===== src/rtl/core/pics_pkg.sv =====
// Package: shared constants and transaction types for the Poisson inverse-CDF sampler.
package pics_pkg;

  localparam int unsigned MAX_COUNT = 100;
  localparam int unsigned LAM_W     = 21;
  localparam int unsigned U_W       = 32;
  localparam int unsigned CNT_W     = 7;
  localparam int unsigned Q_W       = 64;

  // round(exp(-2^-16) * 2^64)
  localparam logic [Q_W-1:0] EXP_SEED = 64'hFFFF_0000_7FFF_D555;

  typedef struct packed {
    logic [LAM_W-1:0] lambda_mean;
    logic [U_W-1:0]   uniform_value;
  } in_t;

  typedef struct packed {
    logic [CNT_W-1:0] sample_count;
    logic             beyond_table;
  } out_t;

  // Control of the shared multiply-accumulate unit
  typedef struct packed {
    logic       en;
    logic       clear;
    logic [1:0] sel;
  } mac_ctrl_t;

endpackage


===== src/rtl/core/pics_mac.sv =====
// Shared 32x32 multiplier, 128-bit acc, one partial product per enabled cycle.
module pics_mac (
  input  logic                clk,
  input  pics_pkg::mac_ctrl_t ctrl,
  input  logic [63:0]         a,
  input  logic [63:0]         b,
  output logic [127:0]        acc
);

  logic [31:0]  a_part;
  logic [31:0]  b_part;
  logic [63:0]  prod;
  logic [127:0] prod_sh;

  assign a_part = ctrl.sel[0] ? a[63:32] : a[31:0];
  assign b_part = ctrl.sel[1] ? b[63:32] : b[31:0];
  assign prod   = 64'(a_part) * 64'(b_part);

  always_comb begin
    prod_sh = {64'b0, prod};
    case (ctrl.sel)
      2'b00:   prod_sh = {64'b0, prod};
      2'b11:   prod_sh = {prod, 64'b0};
      default: prod_sh = {32'b0, prod, 32'b0};
    endcase
  end

  always_ff @(posedge clk) begin
    if (ctrl.en) begin
      acc <= ctrl.clear ? prod_sh : acc + prod_sh;
    end
  end

endmodule


===== src/rtl/core/poisson_inverse_cdf_sampler_top.sv =====
// Top level: Poisson inverse-CDF sampler built on one shared multiply-accumulate unit.
//
//  channel | direction | handshake          | payload
//  in      | input     | in_valid/in_stall  | in_data  (lambda_mean, uniform_value)
//  out     | output    | out_valid/out_stall| out_data (sample_count, beyond_table)
//
// One transaction at a time; in_stall is high from acceptance until the result is taken.
// exp(-lambda): one step for each of lambda's 21 bits (MAC square of p, write-back),
// plus a MAC multiply and a write-back of e for each set bit after the first.
// Each count term: MAC multiply, load, 9 divide steps of 8 quotient bits, add, compare.
// The time to a result is set by lambda's bits and the count.
// Reset (rst, synchronous) clears the sequencer and out_valid; a stalled result holds.
module poisson_inverse_cdf_sampler_top #(
  parameter int unsigned MAX_COUNT = pics_pkg::MAX_COUNT
) (
  input  logic           clk,
  input  logic           rst,
  input  logic           in_valid,
  output logic           in_stall,
  input  pics_pkg::in_t  in_data,
  output logic           out_valid,
  input  logic           out_stall,
  output pics_pkg::out_t out_data
);

  localparam int unsigned KW = $clog2(MAX_COUNT + 1);
  localparam logic [KW-1:0] K_MAX = KW'(MAX_COUNT);

  typedef enum logic [11:0] {
    S_IDLE = 12'b0000_0000_0001,
    S_EXPB = 12'b0000_0000_0010,
    S_EMUL = 12'b0000_0000_0100,
    S_EWB  = 12'b0000_0000_1000,
    S_PSQ  = 12'b0000_0001_0000,
    S_PWB  = 12'b0000_0010_0000,
    S_CMP  = 12'b0000_0100_0000,
    S_TMUL = 12'b0000_1000_0000,
    S_TLD  = 12'b0001_0000_0000,
    S_TDIV = 12'b0010_0000_0000,
    S_TADD = 12'b0100_0000_0000,
    S_DONE = 12'b1000_0000_0000
  } state_t;

  state_t state;

  logic [pics_pkg::LAM_W-1:0] lam;
  logic [pics_pkg::U_W-1:0]   u;
  logic [4:0]                 bitn;
  logic                       any;
  logic [63:0]                e;
  logic [63:0]                p;
  logic [63:0]                t;
  logic [63:0]                sum;
  logic [KW-1:0]              k;
  logic [1:0]                 j;
  logic [3:0]                 dcnt;
  logic [71:0]                dv;
  logic [71:0]                q;
  logic [KW-1:0]              rem;

  // shared MAC
  pics_pkg::mac_ctrl_t mac_ctrl;
  logic [63:0]         mac_a;
  logic [63:0]         mac_b;
  logic [127:0]        acc;

  always_comb begin
    mac_ctrl.en    = (state == S_EMUL) || (state == S_PSQ) || (state == S_TMUL);
    mac_ctrl.clear = (j == 2'd0);
    mac_ctrl.sel   = j;
    mac_a = p;
    mac_b = p;
    unique case (state)
      S_EMUL:  begin mac_a = e; mac_b = p; end
      S_TMUL:  begin mac_a = t; mac_b = 64'(lam); end
      default: begin mac_a = p; mac_b = p; end
    endcase
  end

  pics_mac u_mac (
    .clk  (clk),
    .ctrl (mac_ctrl),
    .a    (mac_a),
    .b    (mac_b),
    .acc  (acc)
  );

  // divide step: eight quotient bits per cycle, divisor k
  logic [KW-1:0] rem_next;
  logic [7:0]    qbits;
  always_comb begin
    logic [KW:0] r;
    r = {1'b0, rem};
    for (int i = 7; i >= 0; i--) begin
      r = {r[KW-1:0], dv[64+i]};
      if (r >= {1'b0, k}) begin
        r = r - {1'b0, k};
        qbits[i] = 1'b1;
      end else begin
        qbits[i] = 1'b0;
      end
    end
    rem_next = r[KW-1:0];
  end

  logic [63:0] t_next;
  logic [64:0] sum_wide;
  assign t_next   = (|q[71:64]) ? '1 : q[63:0];
  assign sum_wide = {1'b0, sum} + {1'b0, t_next};

  assign in_stall = (state != S_IDLE);

  always_ff @(posedge clk) begin
    if (rst) begin
      state     <= S_IDLE;
      out_valid <= 1'b0;
      j         <= 2'd0;
    end else begin
      unique case (state)
        S_IDLE: begin
          if (in_valid) begin
            lam   <= in_data.lambda_mean;
            u     <= in_data.uniform_value;
            bitn  <= 5'd0;
            any   <= 1'b0;
            p     <= pics_pkg::EXP_SEED;
            j     <= 2'd0;
            state <= S_EXPB;
          end
        end
        S_EXPB: begin
          if (lam[bitn] && any) begin
            state <= S_EMUL;
          end else begin
            if (lam[bitn]) begin
              e   <= p;
              any <= 1'b1;
            end
            state <= S_PSQ;
          end
        end
        S_EMUL: begin
          j <= j + 2'd1;
          if (j == 2'd3) state <= S_EWB;
        end
        S_EWB: begin
          e     <= acc[127:64];
          state <= S_PSQ;
        end
        S_PSQ: begin
          j <= j + 2'd1;
          if (j == 2'd3) state <= S_PWB;
        end
        S_PWB: begin
          p <= acc[127:64];
          if (bitn == 5'(pics_pkg::LAM_W - 1)) begin
            t     <= any ? e : '1;
            sum   <= any ? e : '1;
            k     <= '0;
            state <= S_CMP;
          end else begin
            bitn  <= bitn + 5'd1;
            state <= S_EXPB;
          end
        end
        S_CMP: begin
          if ({u, 32'b0} < sum) begin
            out_data.sample_count <= pics_pkg::CNT_W'(k);
            out_data.beyond_table <= 1'b0;
            out_valid             <= 1'b1;
            state                 <= S_DONE;
          end else if (k == K_MAX) begin
            out_data.sample_count <= '0;
            out_data.beyond_table <= 1'b1;
            out_valid             <= 1'b1;
            state                 <= S_DONE;
          end else begin
            k     <= k + KW'(1);
            state <= S_TMUL;
          end
        end
        S_TMUL: begin
          j <= j + 2'd1;
          if (j == 2'd3) state <= S_TLD;
        end
        S_TLD: begin
          // drop the 16 fraction bits of lambda first; floor is unchanged
          dv    <= {3'b0, acc[84:16]};
          rem   <= '0;
          dcnt  <= 4'd0;
          state <= S_TDIV;
        end
        S_TDIV: begin
          dv   <= {dv[63:0], 8'b0};
          q    <= {q[63:0], qbits};
          rem  <= rem_next;
          dcnt <= dcnt + 4'd1;
          if (dcnt == 4'd8) state <= S_TADD;
        end
        S_TADD: begin
          t     <= t_next;
          sum   <= sum_wide[64] ? '1 : sum_wide[63:0];
          state <= S_CMP;
        end
        S_DONE: begin
          if (!out_stall) begin
            out_valid <= 1'b0;
            state     <= S_IDLE;
          end
        end
        default: state <= S_IDLE;
      endcase
    end
  end

endmodule


===== config.mk =====
export PLATFORM = sky130hd
export DESIGN_NAME = poisson_inverse_cdf_sampler_top
export DESIGN_NICKNAME = d
export VERILOG_FILES = /design/src/rtl/core/pics_pkg.sv /design/src/rtl/core/pics_mac.sv /design/src/rtl/core/poisson_inverse_cdf_sampler_top.sv
export SDC_FILE = /design/constraint.sdc
export NUM_CORES = 2
export LEC_CHECK = 0
export BUFFER_PORTS_ARGS = -buffer_cell sky130_fd_sc_hd__buf_2
export CAP_MARGIN = 10
export CORE_MARGIN = 2
export CORE_UTILIZATION = 25
export DETAILED_ROUTE_END_ITERATION = 8
export GPL_TIMING_DRIVEN = 0
export PLACE_DENSITY = 0.39
export SYNTH_ARGS = -nofsm -noshare
export SYNTH_HDL_FRONTEND = slang
export SYNTH_SLANG_ARGS = --single-unit

===== constraint.sdc =====
create_clock -name clk -period 15 [get_ports clk]
set_input_delay 1.5 -clock clk [delete_from_list [all_inputs] [get_ports clk]]
set_output_delay 1.5 -clock clk [all_outputs]
set_load 0.1 [all_outputs]

==> parameters.txt <==
Parameter                              Value

Status
  Run status ... complete, but fails checks
  Violated checks ... DRC, capacitance limit, slew limit, setup timing

Timing
  Setup slack of the critical path after layout ... -0.111 ns
  Transition time of the tightest slew-check pin ... 1.50 ns
  Fin Clk Skew ... 0.0768 ns
  Final setup vio count ... 6
  Relative slew slack ... -0.941%
  Clock period minus final worst setup slack ... 15.11 ns
  Hold Vio Cnt, Final ... 0
  Final Slew Violations ... 5
  Setup TNS ... -0.280 ns
  RSZ-0062 raised after global routing ... true
  Crit share post-route ... 101%
  Maximum clock rate ... 66.2 MHz

Synthesis
  Number of instances in the synthesized netlist ... 8244
  Prevailing post-synth register cell ... sky130_fd_sc_hd__edfxtp_1
  Area contributors post-synth ... sky130_fd_sc_hd__edfxtp_1, sky130_fd_sc_hd__fa_1, sky130_fd_sc_hd__ha_1
  Top cell type's share of synthesized area ... 24.6%
  Net count after synthesis ... 9757
  Number of register bits inferred by synthesis ... 628
  Post-synthesis cell type count ... 97
  Async SR Flop Fraction ... 0%
  Seq/Total Area, Yosys ... 25.0%
  Post-synth design cell area ... 74900 sq um
  Per-instance average area after synthesis ... 9.08 sq um
  Warning count from the yosys run ... 0
  Post-synthesis cell type with the largest combined area ... sky130_fd_sc_hd__edfxtp_1
  Number of synthesized flops with an enable pin ... 613

Hold path
  Kind of path behind the tightest hold check ... flop to flop
  Min-Delay Endpoint ... q[22]
  Worst min-delay path startpoint ... q[14]
  Worst hold path depth ... 0

Finish
  Nets@finish ... 10100
  Most common cell after layout, fill and taps aside ... sky130_fd_sc_hd__nand2_1
  Sequential cell area ... 18700 sq um
  Area occupied by multi-input gates ... 52200 sq um
  Number of filler instances in the final layout ... 31600
  Commonest non-fill, non-tap cells in the layout ... sky130_fd_sc_hd__nand2_1, sky130_fd_sc_hd__inv_1, sky130_fd_sc_hd__fa_1, sky130_fd_sc_hd__edfxtp_1, sky130_fd_sc_hd__nor2_1
  P&R area growth vs syn ... 16.8%
  Layout cells sized above 1 ... 12.8%
  Post-Layout Cell Count ... 12600

Drt
  Pre-Repair DR Iteration Count ... 9
  Routed via count divided by cell count ... 4.93
  DRT iter0 DRCs ... 5079
  Average wire per cell in the routed design ... 26.4 microns
  Antenna Violating Nets Remaining ... 0
  Vias after detailed routing ... 62200
  Total Routed Length ... 333000 microns
  Remaining routing DRC violations ... 1

Placed design
  Instance count after placement with tap cells included ... 12300
  Final GP Congestion ... 0.953
  Final HPWL DP ... 274000 microns
  Count of port buffers added during placement ... 65

Clock network
  Bufs on Longest Clock Path ... 3
  Number of levels in the clock H-tree ... 3
  CTS tree ... built
  Clock latency at the later pin of the worst-skew pair ... 0.75 ns
  Count of hold-fix buffers inserted at cts ... 0
  Cell at the root of the clock tree ... sky130_fd_sc_hd__clkbuf_16
  Num CTS Buffers ... 77
  Worst-path clk slew ... 0.06 ns
  Clock net sink count ... 628

Critical path
  Nature of the critical path endpoint ... flop
  Reg2Reg Capture Point ... rem[1]
  Startpoint kind of the worst setup timing path ... flop
  Worst R2R Start ... k[1]
  Data arrival, critical path ... 15.65 ns
  Highest cell delay on the worst timing path ... 0.53 ns
  Critical path's slowest cell ... sky130_fd_sc_hd__edfxtp_1
  Worst Path Max Fanout ... 12
  Dominant cell type by count on the critical path ... sky130_fd_sc_hd__o21ai_2
  Required @ worst endpoint ... 15.54 ns
  Flop2flop setup slack ... -0.11 ns
  Critical path class ... flop to flop
  R2r worst-path depth ... 81

GRT
  Global route total overflow ... 0
  Via count of the first global-routing pass ... 63400
  Number of antenna violations at the first check in global routing ... 19
  Wire length of the first global-routing pass ... 474000 microns
  Largest net degree at the start of global routing ... 54
  All-Layer GR Usage ... 21.8%

Floorplan
  DIE AREA ... 304000 sq um
  Horizontal extent of the die ... 551 microns
  Die height ... 551 microns
  Top-level port count ... 67
  Total number of placement rows ... 200
  Core box area ... 298000 sq um
  Starting utilization of the core area ... 25.2%

Run
  Maxcap violations ... 1
## area by class of cell
class	count	area share, %
diodes	8	0.0229
plain buffers	386	2.21
clock buffers	91	2.26
clock inverters	48	0.614
inverters	1159	5.02
multi-input cells	6035	59.6
flip-flops and latches	628	21.4
well taps	3939	5.63
repair buffers	307	3.25
## stage by stage
step	utilization, %	area (sq um)	hold slack [ns]	setup slack, ns
CTS	29.1	86700	0.419	-0.185
global placement	27.0	80300	0.423	-5.30
detailed placement	27.4	81500	0.426	-4.67
global route	29.4	87500	0.428	-0.726
finish	29.4	87500	0.402	-0.111
floorplan	-	75000	0.418	0.0331
## worst max path at each step
stage                  start              to  slack [ns]  depth (start not counted)
finish                  k[1]          rem[1]       -0.11                         81
detailed placement  state[4]  u_mac.acc[124]       -4.67                         52
floorplan               k[1]          rem[1]        0.03                         78
global route            k[0]          rem[1]       -0.73                         82
CTS                     k[0]          rem[1]       -0.18                         82
global placement    state[1]   u_mac.acc[87]       -5.30                         52
## per-layer routing
layer,vias up,routed length (microns),share of wire (%),track usage [%]
met5,-,0,0,0
met4,0,15300,4.6,7.93
met3,401,17800,5.4,2.35
met2,2022,147000,44,34.0
met1,31800,153000,46,31.0
li1,27900,-,-,-
## critical path, delay by kind of cell, from the launching register on
kind	cells	cell delay, ns
and+or+nand+nor	18	2.54
buffers and inverters	11	1.32
DFF	1	0.53
adders and majority gates	8	2.60
AOI/OAI and AO/OA	40	6.59
muxes	4	1.33
## state kept, by name, indices dropped and copies added (netlist names)
signal and count:
state 12, sum 64, q 72, u_mac.acc 128, j 2, k 7, out_valid 1, e 64
dv 72, p 64, dcnt 4, lam 21, out_data 8, any 1, bitn 5, u 32
rem 7, t 64
## what timing repair did
item                                    4_1_cts  5_1_grt
pin swaps                                    87       53
endpoints found under the hold margin         0        0
endpoints found under the setup margin      109       54
buffers inserted                            135       40
gates cloned                                  0        0
gates resized for setup                     420      211
## cells in the mapped netlist (all sizes together), types with 18 or more instances
cell type / instances
a211oi: 35
a21o: 220
a21oi: 464
a22o: 41
a22oi: 57
a31oi: 77
and2: 155
and3: 32
buf: 27
clkbuf: 395
edfxtp: 613
fa: 906
ha: 550
inv: 1156
mux2: 90
mux2i: 20
nand2: 1386
nand2b: 40
nand3: 84
nand4: 81
nor2: 575
nor2b: 53
nor3: 70
nor4: 18
o211ai: 24
o21a: 58
o21ai: 309
o21bai: 64
o22ai: 32
or2: 119
xnor2: 168
xor2: 106
## logic make-up after synthesis
family          after synthesis  share of synthesized area [%]
xor+xnor                    274                           3.20
compound gates             1519                           13.0
flops                       628                           25.0
buf+inv                    1581                           7.96
fa+ha+maj                  1456                           33.4
simple gates               2670                           15.7
mux                         116                           1.82
Power is left out: the tool's default activity adds up to more than one toggle a clock period on the data nets, which glitch-free logic cannot reach.
